## config.mk

```make
export PLATFORM = sky130hd
export DESIGN_NAME = scanline_split_bank_irq_unit_top_flat
export DESIGN_NICKNAME = d
export VERILOG_FILES = /design/src/design/ssbiu_pkg.sv /design/src/design/ssbiu_req_if.sv /design/src/design/ssbiu_res_if.sv /design/src/design/ssbiu_out_buf.sv /design/src/design/scanline_split_bank_irq_unit_top.sv /design/src/flat_wrapper.sv
export SDC_FILE = /design/constraint.sdc
export NUM_CORES = 1
export LEC_CHECK = 0
export BUFFER_PORTS_ARGS = -buffer_cell sky130_fd_sc_hd__buf_2
export CAP_MARGIN = 15
export CORE_ASPECT_RATIO = 0.7
export CORE_UTILIZATION = 40
export DETAILED_ROUTE_END_ITERATION = 10
export SYNTH_ARGS = -nofsm -noshare
export SYNTH_HDL_FRONTEND = slang
export SYNTH_SLANG_ARGS = --single-unit
```

## constraint.sdc

```tcl
create_clock -name clk -period 5.15 [get_ports clk]
set_input_delay 0.515 -clock clk [delete_from_list [all_inputs] [get_ports clk]]
set_output_delay 0.515 -clock clk [all_outputs]
set_load 0.03 [all_outputs]
```

## src/design/ssbiu_pkg.sv

```systemverilog
// package for the scanline split bank and irq unit
// register offsets, control bits, line constants and beat payload structs
// no dependencies
`timescale 1ns / 1ps

package ssbiu_pkg;

  localparam int PLAN_DEPTH_DEFAULT = 16;

  typedef enum logic {
    REQ_WRITE = 1'b0,
    REQ_TICK  = 1'b1
  } req_kind_t;

  typedef enum logic [7:0] {
    OFF_CONTROL        = 8'h01,
    OFF_CNT_LO         = 8'h02,
    OFF_CNT_HI         = 8'h06,
    OFF_STATUS         = 8'h09,
    OFF_PUSH_LINES     = 8'h0A,
    OFF_PLAN_CLEAR     = 8'h12,
    OFF_PUSH_BANKS     = 8'h1A,
    OFF_COMMIT         = 8'h22,
    OFF_PLAN_REWIND    = 8'h2A,
    OFF_STATUS_RESTORE = 8'h98,
    OFF_IRQ_ACK        = 8'hB0
  } reg_off_t;

  localparam int CTRL_SPLIT  = 6;
  localparam int CTRL_IRQ_EN = 2;

  localparam logic [7:0] STATUS_IRQ_MASK = 8'h02;

  localparam logic signed [9:0] LINE_PRE        = -10'sd1;
  localparam logic signed [9:0] LINE_IRQ        = 10'sd239;
  localparam logic signed [9:0] LINE_LAST_COUNT = 10'sd241;

  typedef struct packed {
    logic              req_type;
    logic [7:0]        reg_offset;
    logic [7:0]        write_data;
    logic signed [9:0] line_number;
    logic              is_rendering;
  } ssbiu_req_t;

  typedef struct packed {
    logic       irq_line;
    logic       bank_update;
    logic [3:0] chr_bank_low;
    logic [3:0] chr_bank_high;
    logic [1:0] mirror_mode;
    logic [7:0] status_value;
  } ssbiu_res_t;

endpackage

```

## src/design/ssbiu_req_if.sv

```systemverilog
// request channel: register writes and scanline ticks
// valid/ready handshake, no dependencies
`timescale 1ns / 1ps

interface ssbiu_req_if;
  logic              valid;
  logic              ready;
  logic              req_type;
  logic [7:0]        reg_offset;
  logic [7:0]        write_data;
  logic signed [9:0] line_number;
  logic              is_rendering;

  modport source (
    output valid, req_type, reg_offset, write_data, line_number, is_rendering,
    input  ready
  );

  modport sink (
    input  valid, req_type, reg_offset, write_data, line_number, is_rendering,
    output ready
  );
endinterface

```

## src/design/ssbiu_res_if.sv

```systemverilog
// result channel: irq, chr bank pair, mirroring and status byte
// valid/ready handshake, no dependencies
`timescale 1ns / 1ps

interface ssbiu_res_if;
  logic       valid;
  logic       ready;
  logic       irq_line;
  logic       bank_update;
  logic [3:0] chr_bank_low;
  logic [3:0] chr_bank_high;
  logic [1:0] mirror_mode;
  logic [7:0] status_value;

  modport source (
    output valid, irq_line, bank_update, chr_bank_low, chr_bank_high, mirror_mode,
           status_value,
    input  ready
  );

  modport sink (
    input  valid, irq_line, bank_update, chr_bank_low, chr_bank_high, mirror_mode,
           status_value,
    output ready
  );
endinterface

```

## src/design/ssbiu_out_buf.sv

```systemverilog
// two-entry result buffer that drives the result channel
// depends on ssbiu_pkg and ssbiu_res_if
`timescale 1ns / 1ps

module ssbiu_out_buf import ssbiu_pkg::*; (
  input  logic        clk,
  input  logic        rst,
  input  logic        push_valid,
  output logic        push_ready,
  input  ssbiu_res_t  push_data,
  ssbiu_res_if.source res
);

  localparam logic [1:0] BUF_DEPTH = 2'd2;

  logic [1:0] cnt;
  logic [1:0] cnt_next;
  logic       wr_ptr;
  logic       rd_ptr;
  logic       push;
  logic       pop;
  ssbiu_res_t ent [2];
  ssbiu_res_t head;

  assign push_ready = (cnt != BUF_DEPTH);
  assign push       = push_valid && push_ready;
  assign pop        = res.valid && res.ready;
  assign cnt_next   = cnt + 2'(push) - 2'(pop);

  assign head              = ent[rd_ptr];
  assign res.valid         = (cnt != 2'd0);
  assign res.irq_line      = head.irq_line;
  assign res.bank_update   = head.bank_update;
  assign res.chr_bank_low  = head.chr_bank_low;
  assign res.chr_bank_high = head.chr_bank_high;
  assign res.mirror_mode   = head.mirror_mode;
  assign res.status_value  = head.status_value;

  always_ff @(posedge clk) begin
    if (rst) begin
      cnt    <= 2'd0;
      wr_ptr <= 1'b0;
      rd_ptr <= 1'b0;
    end else begin
      cnt <= cnt_next;
      if (push) wr_ptr <= !wr_ptr;
      if (pop) rd_ptr <= !rd_ptr;
    end
  end

  always_ff @(posedge clk) begin
    if (push) ent[wr_ptr] <= push_data;
  end

  a_cnt_bound: assert property (@(posedge clk) disable iff (rst) cnt <= BUF_DEPTH)
    else $error("result buffer over capacity");

  a_cnt_push: assert property (@(posedge clk) disable iff (rst)
    (push && !pop) |=> cnt == $past(cnt) + 2'd1)
    else $error("result buffer count lost a push");

  a_cnt_pop: assert property (@(posedge clk) disable iff (rst)
    (pop && !push) |=> cnt == $past(cnt) - 2'd1)
    else $error("result buffer count lost a pop");

endmodule

```

## src/design/scanline_split_bank_irq_unit_top.sv

```systemverilog
// top level of the scanline split bank and irq unit
// depends on ssbiu_pkg, ssbiu_req_if, ssbiu_res_if and ssbiu_out_buf
`timescale 1ns / 1ps

// The unit takes one beat per clock, either a register write in the FF00 page or a
// scanline tick, and returns exactly one result beat for each, in order. A beat is
// captured in an input register, processed against the unit state, and its result
// sits in a two-entry output buffer; the sustained rate is one beat per cycle for as
// long as the result side keeps taking beats. The active plan and the staged queues
// share one memory per queue kind, split into two halves that swap roles on a
// commit, so a commit is a swap of halves and there is no clearing pass after reset.
// Plan entries are prefetched into registers at the plan position and at the plan
// start, so a tick reads its plan entry from registers and not from the memory.

module scanline_split_bank_irq_unit_top import ssbiu_pkg::*; #(
  parameter int PLAN_DEPTH = PLAN_DEPTH_DEFAULT
) (
  input  logic      clk,
  input  logic      rst,
  ssbiu_req_if.sink   req,
  ssbiu_res_if.source res
);

  localparam int CW        = $clog2(PLAN_DEPTH + 1);
  localparam int IW        = (PLAN_DEPTH > 1) ? $clog2(PLAN_DEPTH) : 1;
  localparam int MEM_DEPTH = 2 * PLAN_DEPTH;
  localparam int AW        = $clog2(MEM_DEPTH);
  localparam logic [CW-1:0] DEPTH_C = CW'(PLAN_DEPTH);

  logic       in_valid;
  ssbiu_req_t in_q;
  logic       adv;
  logic       buf_ready;

  logic [7:0]    control_byte, control_byte_next;
  logic [7:0]    line_counter, line_counter_next;
  logic [CW-1:0] plan_position, plan_position_next;
  logic [CW-1:0] plan_lines_used, plan_lines_used_next;
  logic [CW-1:0] plan_banks_used, plan_banks_used_next;
  logic [CW-1:0] staged_lines_used, staged_lines_used_next;
  logic [CW-1:0] staged_banks_used, staged_banks_used_next;
  logic [7:0]    status_byte, status_byte_next;
  logic [7:0]    saved_status, saved_status_next;
  logic          irq_pending, irq_pending_next;
  logic          sel, sel_next;

  logic [7:0] lines_mem [MEM_DEPTH];
  logic [7:0] banks_mem [MEM_DEPTH];
  logic [7:0] lines_at_pos, lines_at_zero;
  logic [7:0] banks_at_pos, banks_at_zero;

  logic          wr_lines, wr_banks;
  logic [AW-1:0] wr_addr_lines, wr_addr_banks;
  logic          raise;
  logic          upd;
  logic [3:0]    lo, hi;
  logic          irq_en;
  ssbiu_res_t    res_d;

  function automatic logic [AW-1:0] mem_addr(input logic half, input logic [CW-1:0] p);
    mem_addr = AW'(p[IW-1:0]) + (half ? AW'(PLAN_DEPTH) : AW'(0));
  endfunction

  // input stage
  assign adv       = in_valid && buf_ready;
  assign req.ready = !in_valid || buf_ready;

  always_ff @(posedge clk) begin
    if (rst) begin
      in_valid <= 1'b0;
    end else if (req.ready) begin
      in_valid <= req.valid;
    end
  end

  always_ff @(posedge clk) begin
    if (req.valid && req.ready) begin
      in_q <= {req.req_type, req.reg_offset, req.write_data, req.line_number,
               req.is_rendering};
    end
  end

  assign irq_en        = control_byte[CTRL_IRQ_EN];
  assign wr_addr_lines = mem_addr(!sel, staged_lines_used);
  assign wr_addr_banks = mem_addr(!sel, staged_banks_used);

  always_comb begin
    logic [7:0]    lc_t;
    logic [CW-1:0] pos_t;
    logic          use_zero;
    logic [7:0]    bank_t;

    control_byte_next      = control_byte;
    line_counter_next      = line_counter;
    plan_position_next     = plan_position;
    plan_lines_used_next   = plan_lines_used;
    plan_banks_used_next   = plan_banks_used;
    staged_lines_used_next = staged_lines_used;
    staged_banks_used_next = staged_banks_used;
    status_byte_next       = status_byte;
    saved_status_next      = saved_status;
    irq_pending_next       = irq_pending;
    sel_next               = sel;
    wr_lines               = 1'b0;
    wr_banks               = 1'b0;
    raise                  = 1'b0;
    upd                    = 1'b0;
    lo                     = 4'd0;
    hi                     = 4'd0;
    lc_t                   = line_counter;
    pos_t                  = plan_position;
    use_zero               = 1'b0;
    bank_t                 = 8'd0;

    if (adv) begin
      if (in_q.req_type == REQ_WRITE) begin
        case (in_q.reg_offset)
          OFF_CONTROL: begin
            control_byte_next = in_q.write_data;
            if (!in_q.write_data[CTRL_IRQ_EN]) irq_pending_next = 1'b0;
          end
          OFF_CNT_LO: line_counter_next = {line_counter[7:4], in_q.write_data[3:0]};
          OFF_CNT_HI: line_counter_next = {in_q.write_data[3:0], line_counter[3:0]};
          OFF_STATUS: status_byte_next = in_q.write_data;
          OFF_PUSH_LINES: begin
            if (staged_lines_used < DEPTH_C) begin
              wr_lines               = 1'b1;
              staged_lines_used_next = staged_lines_used + CW'(1);
            end
          end
          OFF_PUSH_BANKS: begin
            if (staged_banks_used < DEPTH_C) begin
              wr_banks               = 1'b1;
              staged_banks_used_next = staged_banks_used + CW'(1);
            end
          end
          OFF_PLAN_CLEAR: begin
            plan_lines_used_next = '0;
            plan_banks_used_next = '0;
            plan_position_next   = '0;
          end
          OFF_COMMIT: begin
            plan_lines_used_next   = staged_lines_used;
            plan_banks_used_next   = staged_banks_used;
            staged_lines_used_next = '0;
            staged_banks_used_next = '0;
            sel_next               = !sel;
          end
          OFF_PLAN_REWIND: plan_position_next = '0;
          OFF_STATUS_RESTORE: begin
            status_byte_next = saved_status;
            irq_pending_next = 1'b0;
          end
          OFF_IRQ_ACK: irq_pending_next = 1'b0;
          default: ;
        endcase
      end else if (control_byte[CTRL_SPLIT]) begin
        if (in_q.line_number == LINE_PRE) begin
          pos_t    = '0;
          lc_t     = 8'd0;
          use_zero = 1'b1;
        end else if (in_q.line_number < LINE_LAST_COUNT) begin
          lc_t = line_counter + 8'd1;
        end
        if (lc_t == 8'd0 && pos_t < plan_banks_used && pos_t < plan_lines_used) begin
          bank_t = use_zero ? banks_at_zero : banks_at_pos;
          upd    = 1'b1;
          lo     = bank_t[3:0];
          hi     = bank_t[7:4];
          lc_t   = use_zero ? lines_at_zero : lines_at_pos;
          pos_t  = pos_t + CW'(1);
        end
        line_counter_next  = lc_t;
        plan_position_next = pos_t;
        if (in_q.line_number == LINE_IRQ && irq_en) raise = 1'b1;
      end else if (in_q.is_rendering) begin
        lc_t              = line_counter + 8'd1;
        line_counter_next = lc_t;
        if (lc_t == 8'd0 && irq_en) raise = 1'b1;
      end

      if (raise) begin
        irq_pending_next  = 1'b1;
        saved_status_next = status_byte;
        status_byte_next  = status_byte | STATUS_IRQ_MASK;
      end
    end
  end

  always_comb begin
    res_d.irq_line      = irq_pending_next;
    res_d.bank_update   = upd;
    res_d.chr_bank_low  = lo;
    res_d.chr_bank_high = hi;
    res_d.mirror_mode   = control_byte_next[1:0];
    res_d.status_value  = status_byte_next;
  end

  always_ff @(posedge clk) begin
    if (rst) begin
      control_byte      <= 8'd0;
      line_counter      <= 8'd0;
      plan_position     <= '0;
      plan_lines_used   <= '0;
      plan_banks_used   <= '0;
      staged_lines_used <= '0;
      staged_banks_used <= '0;
      status_byte       <= 8'd0;
      saved_status      <= 8'd0;
      irq_pending       <= 1'b0;
      sel               <= 1'b0;
    end else begin
      control_byte      <= control_byte_next;
      line_counter      <= line_counter_next;
      plan_position     <= plan_position_next;
      plan_lines_used   <= plan_lines_used_next;
      plan_banks_used   <= plan_banks_used_next;
      staged_lines_used <= staged_lines_used_next;
      staged_banks_used <= staged_banks_used_next;
      status_byte       <= status_byte_next;
      saved_status      <= saved_status_next;
      irq_pending       <= irq_pending_next;
      sel               <= sel_next;
    end
  end

  // staged half written, plan half prefetched at position and at start
  always_ff @(posedge clk) begin
    if (wr_lines) lines_mem[wr_addr_lines] <= in_q.write_data;
    lines_at_pos  <= lines_mem[mem_addr(sel_next, plan_position_next)];
    lines_at_zero <= lines_mem[mem_addr(sel_next, '0)];
  end

  always_ff @(posedge clk) begin
    if (wr_banks) banks_mem[wr_addr_banks] <= in_q.write_data;
    banks_at_pos  <= banks_mem[mem_addr(sel_next, plan_position_next)];
    banks_at_zero <= banks_mem[mem_addr(sel_next, '0)];
  end

  ssbiu_out_buf u_out_buf (
    .clk        (clk),
    .rst        (rst),
    .push_valid (adv),
    .push_ready (buf_ready),
    .push_data  (res_d),
    .res        (res)
  );

  a_used_bound: assert property (@(posedge clk) disable iff (rst)
    staged_lines_used <= DEPTH_C && staged_banks_used <= DEPTH_C &&
    plan_lines_used <= DEPTH_C && plan_banks_used <= DEPTH_C)
    else $error("queue fill count beyond plan depth");

  a_pos_after_update: assert property (@(posedge clk) disable iff (rst)
    (adv && upd) |=> plan_position != '0 && plan_position <= plan_lines_used &&
    plan_position <= plan_banks_used)
    else $error("plan position out of range after bank update");

  a_commit_swap: assert property (@(posedge clk) disable iff (rst)
    (adv && in_q.req_type == REQ_WRITE && in_q.reg_offset == OFF_COMMIT) |=>
    sel != $past(sel) && staged_lines_used == '0 && staged_banks_used == '0)
    else $error("commit did not swap halves or empty staged queues");

  a_raise_sets_status: assert property (@(posedge clk) disable iff (rst)
    (adv && raise) |=> irq_pending && status_byte[1])
    else $error("irq raise did not mark pending and status");

  a_no_bank_normal: assert property (@(posedge clk) disable iff (rst)
    (adv && !control_byte[CTRL_SPLIT]) |-> !upd)
    else $error("bank update outside split mode");

endmodule
```

## src/flat_wrapper.sv

```systemverilog
// flat-port wrapper written by rule: the top's interface ports become plain ports
module scanline_split_bank_irq_unit_top_flat import ssbiu_pkg::*;
#(
  parameter int PLAN_DEPTH = PLAN_DEPTH_DEFAULT
)
  (clk, rst, req_valid, req_req_type, req_reg_offset, req_write_data, req_line_number, req_is_rendering, req_ready, res_valid, res_irq_line, res_bank_update, res_chr_bank_low, res_chr_bank_high, res_mirror_mode, res_status_value, res_ready);
  ssbiu_req_if req_i ();
  ssbiu_res_if res_i ();
  input  logic clk;
  input  logic rst;
  input wire logic [$bits(req_i.valid)-1:0] req_valid;
  input wire logic [$bits(req_i.req_type)-1:0] req_req_type;
  input wire logic [$bits(req_i.reg_offset)-1:0] req_reg_offset;
  input wire logic [$bits(req_i.write_data)-1:0] req_write_data;
  input wire logic [$bits(req_i.line_number)-1:0] req_line_number;
  input wire logic [$bits(req_i.is_rendering)-1:0] req_is_rendering;
  output wire logic [$bits(req_i.ready)-1:0] req_ready;
  output wire logic [$bits(res_i.valid)-1:0] res_valid;
  output wire logic [$bits(res_i.irq_line)-1:0] res_irq_line;
  output wire logic [$bits(res_i.bank_update)-1:0] res_bank_update;
  output wire logic [$bits(res_i.chr_bank_low)-1:0] res_chr_bank_low;
  output wire logic [$bits(res_i.chr_bank_high)-1:0] res_chr_bank_high;
  output wire logic [$bits(res_i.mirror_mode)-1:0] res_mirror_mode;
  output wire logic [$bits(res_i.status_value)-1:0] res_status_value;
  input wire logic [$bits(res_i.ready)-1:0] res_ready;
  assign req_i.valid = req_valid;
  assign req_i.req_type = req_req_type;
  assign req_i.reg_offset = req_reg_offset;
  assign req_i.write_data = req_write_data;
  assign req_i.line_number = req_line_number;
  assign req_i.is_rendering = req_is_rendering;
  assign req_ready = req_i.ready;
  assign res_valid = res_i.valid;
  assign res_irq_line = res_i.irq_line;
  assign res_bank_update = res_i.bank_update;
  assign res_chr_bank_low = res_i.chr_bank_low;
  assign res_chr_bank_high = res_i.chr_bank_high;
  assign res_mirror_mode = res_i.mirror_mode;
  assign res_status_value = res_i.status_value;
  assign res_i.ready = res_ready;
  scanline_split_bank_irq_unit_top #(.PLAN_DEPTH(PLAN_DEPTH)) u_core (.clk(clk), .rst(rst), .req(req_i), .res(res_i));
endmodule
```

==> results of run 1 <==
power by group through the flow:
stage / Clock (mW) / Sequential (mW) / Combinational, mW
global route: 5.09 / 6.07 / 0.532
floorplan: 0 / 6.18 / 0.312
CTS: 4.88 / 6.06 / 0.497
detailed placement: 0 / 6.18 / 0.495
finish: 4.81 / 6.06 / 0.494
global placement: 0 / 6.18 / 0.487
cells in the mapped netlist, types with 8 or more instances:
cell type	number	area share (%)
edfxtp_1	580	63
mux2i_1	349	13
nor2_1	148	2.0
dfxtp_1	93	6.7
mux2_2	87	3.5
nand2_1	69	0.93
clkbuf_1	48	0.65
buf_2	38	0.69
a21oi_1	26	0.47
a22oi_1	19	0.51
nor4_1	19	0.43
ha_1	17	0.77
inv_1	17	0.23
nor2b_1	17	0.38
o22ai_1	17	0.38
o2bb2ai_1	17	0.54
xor2_1	17	0.54
a22o_1	16	0.50
o32ai_1	16	0.50
o21ai_0	15	0.27
nand3_1	12	0.22
nand4_1	11	0.25
nor3_1	11	0.20
and2_1	9	0.20
o211ai_1	9	0.24
xnor2_1	9	0.28
nand2b_1	8	0.18
area by class of cell:
cell class | count | share of cell area (%)
clock inverter | 39 | 1.599
sequential | 673 | 61.46
multi-input combinational | 1015 | 25.63
tap | 902 | 3.598
timing repair buffer | 98 | 2.373
inverter | 18 | 0.2154
clock buffer | 75 | 5.129
kinds of logic (layout without fill, tap and decap cells):
logic type / Yosys count / in the layout
muxes: 436 / 436
adders and majority gates: 17 / 17
AOI/OAI and AO/OA: 180 / 180
and+or+nand+nor: 356 / 356
xor gates and xnor gates: 26 / 26
DFF: 673 / 673
buffers and inverters: 111 / 230
per-stage QoR:
stage | worst slack, ns | utilization (%) | power (mW) | hold slack, ns
floorplan | 1.099 | - | 6.489 | 0.4455
global route | 0.2350 | 45.89 | 11.69 | 0.03593
finish | 0.4667 | 45.89 | 11.37 | 0.05558
global placement | 0.5889 | 42.78 | 6.664 | 0.4693
CTS | 0.5382 | 45.89 | 11.44 | 0.02783
detailed placement | 0.5577 | 42.80 | 6.675 | 0.4763
state kept, by name, summed over array words and instances, names as in the netlist, 2 cells and up, named ones only:
register,cells
u_core.banks_mem,256
u_core.lines_mem,256
u_core.u_out_buf.ent,40
u_core.in_q,28
u_core.banks_at_pos,8
u_core.banks_at_zero,8
u_core.line_counter,8
u_core.lines_at_pos,8
u_core.lines_at_zero,8
u_core.saved_status,8
u_core.status_byte,8
u_core.plan_banks_used,5
u_core.plan_lines_used,5
u_core.plan_position,5
u_core.staged_banks_used,5
u_core.staged_lines_used,5
u_core.control_byte,4
u_core.u_out_buf.cnt,2
worst max-delay path, delay by kind of cell, from the launching register on:
kind / cells / cell delay, ns
compound gates: 5 / 1.31
fa+ha+maj: 1 / 0.30
buf+inv: 1 / 0.42
flops: 1 / 0.49
mux: 2 / 0.45
simple gates: 7 / 1.56
worst paths after layout:
path                      startpoint                       to  slack (ns)  cells past startpoint
max                  u_core.in_q[10]   u_core.banks_at_pos[3]        0.47                     16
min                req_reg_offset[2]          u_core.in_q[21]        0.06                      1
max reg2reg          u_core.in_q[10]   u_core.banks_at_pos[3]        0.47                     16
min reg2reg  u_core.plan_position[4]  u_core.plan_position[4]        0.49                      2
metal layers:
metal	routed length, um	vias up	GRT usage [%]
met1	30590	7889	28.30
met3	4491	87	3.341
li1	-	7061	-
met2	28660	505	26.90
met4	1126	0	4.063
met5	0	-	0
==> results.cfg, run 1 <==
[outcome]
status = completed

[route]
first_iter_violations = 1636
final_antenna_net_count = 0
viasPerCell = 5.511
drc = 0
drt-total-wl_mm = 64.87
firstDrtPassIters = 5
detail_route.wl_per_cell_um = 23.00
num_vias = 15540

[sta]
rsz0062_at_grt = no
layout_min_cycle_time_ns = 4.683
maxSlewHeadroom_pct = 22.59
skew_ns = 0.01894
timing.final.max_slew_violations = 0
period_share_pct = 90.94
final.setup.tns_ns = 0
max_freq_ghz = 0.2135
tightest_slew_ns = 1.161
final_hold_viol_count = 0
setup_viol_count_final = 0

[min_path]
min_path_type = input port to flop

[cells_and_area]
finalInstanceArea_sq_mm = 0.03137
fin_nets = 1915
layout_common_cells = edfxtp_1, mux2i_1, nor2_1, dfxtp_1, mux2_2
mostFrequentLayoutCell = edfxtp_1
regArea_sq_mm = 0.01928
fillers = 5890
layoutNonFillerInstCount = 2820
syn_to_final_growth_pct = 13.00
diodes = 0
layout-drive-gt1-share_pct = 15.75
multi_input_area_sq_mm = 0.008040

[setup_path]
cp_max_fo = 34
start_kind = flop
cp_common_cell = and2_1
slowest_stage = o41a_1
path_cells = and2_1 > nand3_2 > and2_1 > ha_1 > nor2b_1 > o21ai_0 > a21oi_1 > o21ai_1 > nand4_2 > o41a_1 > nand2_8 > buf_4 > mux2i_1 > mux2_2 > a22o_1 > nor4_1
max_stage_delay_ns = 0.57
cp-end-kind = flop
setup.worst_path.class = flop to flop
arrival_ns = 5.19
required_ns = 5.66

[floorplanning]
dieHeight_um = 222.4
ios = 54
dieArea_sq_mm = 0.07048
start_util_pct = 40.61
placementRows = 80
core-area_sq_mm = 0.06837
fp.dieW_um = 316.9

[yosys]
syn_area_sq_mm = 0.02776
synth_flop_cell = edfxtp_1
synth_compound_area_share_pct = 4.773
yosysWarnings = 0
ys_ff_latch = 673
synth_simple_gate_area_share_pct = 6.359
syn_inst = 1799
synth_fa_ha_area_share_pct = 0.7662
yosysSeqAreaShare_pct = 69.44
synth_xor_area_share_pct = 0.8203
synth_top_family_by_area = multiplexers
avgSynthCellArea_sq_um = 15.43
muxShareOfSynthArea_pct = 16.11
async_flop_share_pct = 0
synth_cell_types = 70
synth_nets = 1848
synth_edf_count = 580

[clock_tree]
tritoncts = built
cts_num_sinks = 673
ctsHoldBuffers = 0
htreeDepth = 2
clk_latency_ns = 0.64
clk_path_buf_depth = 3
post_cts_buffers = 0
clkTransAtPathRegs_ns = 0.07
cts_repair_resize_count = 0
cts-root-buf = clkbuf_16
numCtsBuffers = 60

[global_route]
grt.total_usage_pct = 18.41
grt_pass1_vias = 15260
grt_pass1_wl_mm = 96.91
grt_overflow = 0
grt_start_max_net_pins = 70
antenna_found_initial = 0

[place]
dp_hpwl_mm = 40.92
dp_cells = 2706
dpl_cell_area_sq_mm = 0.02926
gp_congestion = 0.8776
io_buffers = 53

[pwr]
p_comb_share_pct = 4.3
clkPwrFrac_pct = 42.3
p_sw_share_pct = 21.14
power.switching_mw = 2.403
peakVddDrop_uv = 246.8
leakagePower_nw = 10.15
cellPowerDensity_mw_per_mm2 = 362.4
pwr-share-seq_pct = 53.3
p_int_mw = 8.965

[job]
cap_violations = 0
(Power assumes the default switching activity.)
==> inputs of run 2 (changes only) <==
--- a/config.mk
+++ b/config.mk
@@ -8,6 +8,7 @@
 export BUFFER_PORTS_ARGS = -buffer_cell sky130_fd_sc_hd__buf_2
 export CAP_MARGIN = 15
 export CORE_ASPECT_RATIO = 0.7
+export CORE_MARGIN = 2
 export CORE_UTILIZATION = 40
 export DETAILED_ROUTE_END_ITERATION = 10
 export SYNTH_ARGS = -nofsm -noshare
==> results.cfg, run 2 (synthesis gave the netlist of run 1 again) <==
[outcome]
status = completed

[global_route]
grt_overflow = 0
antenna_found_initial = 2
grt_pass1_wl_mm = 98.75
grt.total_usage_pct = 18.44
grt_start_max_net_pins = 70
grt_pass1_vias = 15260

[route]
num_vias = 15610
drc = 0
first_iter_violations = 1766
drt-total-wl_mm = 66.80
detail_route.wl_per_cell_um = 23.72
firstDrtPassIters = 6
final_antenna_net_count = 0
viasPerCell = 5.545

[floorplanning]
fp.dieW_um = 318.9
start_util_pct = 40.61
dieHeight_um = 224.4
core-area_sq_mm = 0.06837
ios = 54
placementRows = 80
dieArea_sq_mm = 0.07156

[job]
cap_violations = 0

[clock_tree]
clk_latency_ns = 0.63
numCtsBuffers = 59
htreeDepth = 2
clk_path_buf_depth = 3
ctsHoldBuffers = 0
cts_num_sinks = 673
cts-root-buf = clkbuf_16
tritoncts = built
cts_repair_resize_count = 0
post_cts_buffers = 0
clkTransAtPathRegs_ns = 0.07

[sta]
setup_viol_count_final = 0
period_share_pct = 92.08
timing.final.max_slew_violations = 0
layout_min_cycle_time_ns = 4.742
rsz0062_at_grt = no
final_hold_viol_count = 0
skew_ns = 0.01676
maxSlewHeadroom_pct = 24.52
whs_ns = 0.06265
final.setup.tns_ns = 0
max_freq_ghz = 0.2109
tightest_slew_ns = 1.123

[setup_path]
cp-end-kind = flop
setup.worst_path.class = flop to flop
r2r_slack_ns = 0.41
required_ns = 5.64
cp_max_fo = 16
path_cells = and2_1 > nand3_2 > and2_1 > ha_1 > nor2b_1 > o21ai_0 > a21oi_1 > o21ai_1 > nand4_2 > nor4_4 > a211oi_1 > nor3_2 > nand2_1 > o22ai_1 > nor4_1
slowest_stage = o22ai_1
start_kind = flop
max_stage_delay_ns = 0.64
cp_common_cell = and2_1
arrival_ns = 5.23

[cells_and_area]
fillers = 5963
layout_common_cells = edfxtp_1, mux2i_1, nor2_1, dfxtp_1, mux2_2
finalInstanceArea_sq_mm = 0.03115
syn_to_final_growth_pct = 12.20
mostFrequentLayoutCell = edfxtp_1
diodes = 0
layout-drive-gt1-share_pct = 15.52
layoutNonFillerInstCount = 2816
fin_nets = 1912
top_regs = u_core.banks_mem x256, u_core.lines_mem x256, u_core.u_out_buf.ent x40

[place]
dp_hpwl_mm = 42.50
io_buffers = 53
dp_cells = 2703
gp_congestion = 0.8369
dpl_cell_area_sq_mm = 0.02918

[min_path]
min_path_type = input port to flop

[pwr]
leakagePower_nw = 10.05
peakVddDrop_uv = 285.2
finalPower_mw = 11.09
cellPowerDensity_mw_per_mm2 = 356.0
==> run 2: cell count changes in the layout (fill, tap and decap cells not counted), sizes merged <==
cell | before | now
inv | 20 | 21
clkinv | 22 | 27
bufinv | 12 | 7
buf | 98 | 96
clkbuf | 75 | 72
==> run 2: path summary, 6_finish.rpt <==
path                                 from                       to  depth (start not counted)
hold reg to reg   u_core.plan_position[4]  u_core.plan_position[4]                          2
hold / removal         req_line_number[4]           u_core.in_q[5]                          1
setup / recovery          u_core.in_q[10]   u_core.lines_at_pos[0]                         15
setup reg to reg          u_core.in_q[10]   u_core.lines_at_pos[0]                         15
==> run 2: worst max-delay path: cells and delay by family, from the launching register on <==
kind            cells  cell delay, ns
compound gates      5            1.25
fa+ha+maj           1            0.30
flops               1            0.50
simple gates        9            2.54
==> run 2: stage by stage <==
stage	utilization, %	setup WS (ns)
after floorplan	-	1.099
after global placement	42.69	0.5448
after detailed placement	42.69	0.5027
after CTS	45.54	0.4703
after global routing	45.56	0.04731
final	45.56	0.4080
==> run 2: final cells by class <==
cell class | instances | area [sq um] | share of cell area (%)
Sequential cell | 673 | 19280 | 61.89
Multi-Input combinational cell | 1015 | 8040 | 25.81
Clock buffer | 72 | 1567 | 5.029
Tap cell | 902 | 1129 | 3.623
Timing Repair Buffer | 96 | 683.2 | 2.193
Clock inverter | 40 | 385.4 | 1.237
Inverter | 18 | 67.56 | 0.2169
==> run 2: power by group <==
part	leakage (nW)	switching, mW	internal, mW
clock network	0.954	2.01	2.52
registers	6.01	0.0637	5.99
logic	3.09	0.347	0.160
==> run 2: layer usage <==
metal  vias to the layer above  GRT usage [%]  share of wire, %
met5                         -              0                 0
met4                         0          4.265               2.0
met3                        96          3.494               7.4
met2                       556          27.42                44
met1                      7915          27.90                47
li1                       7047              -                 -
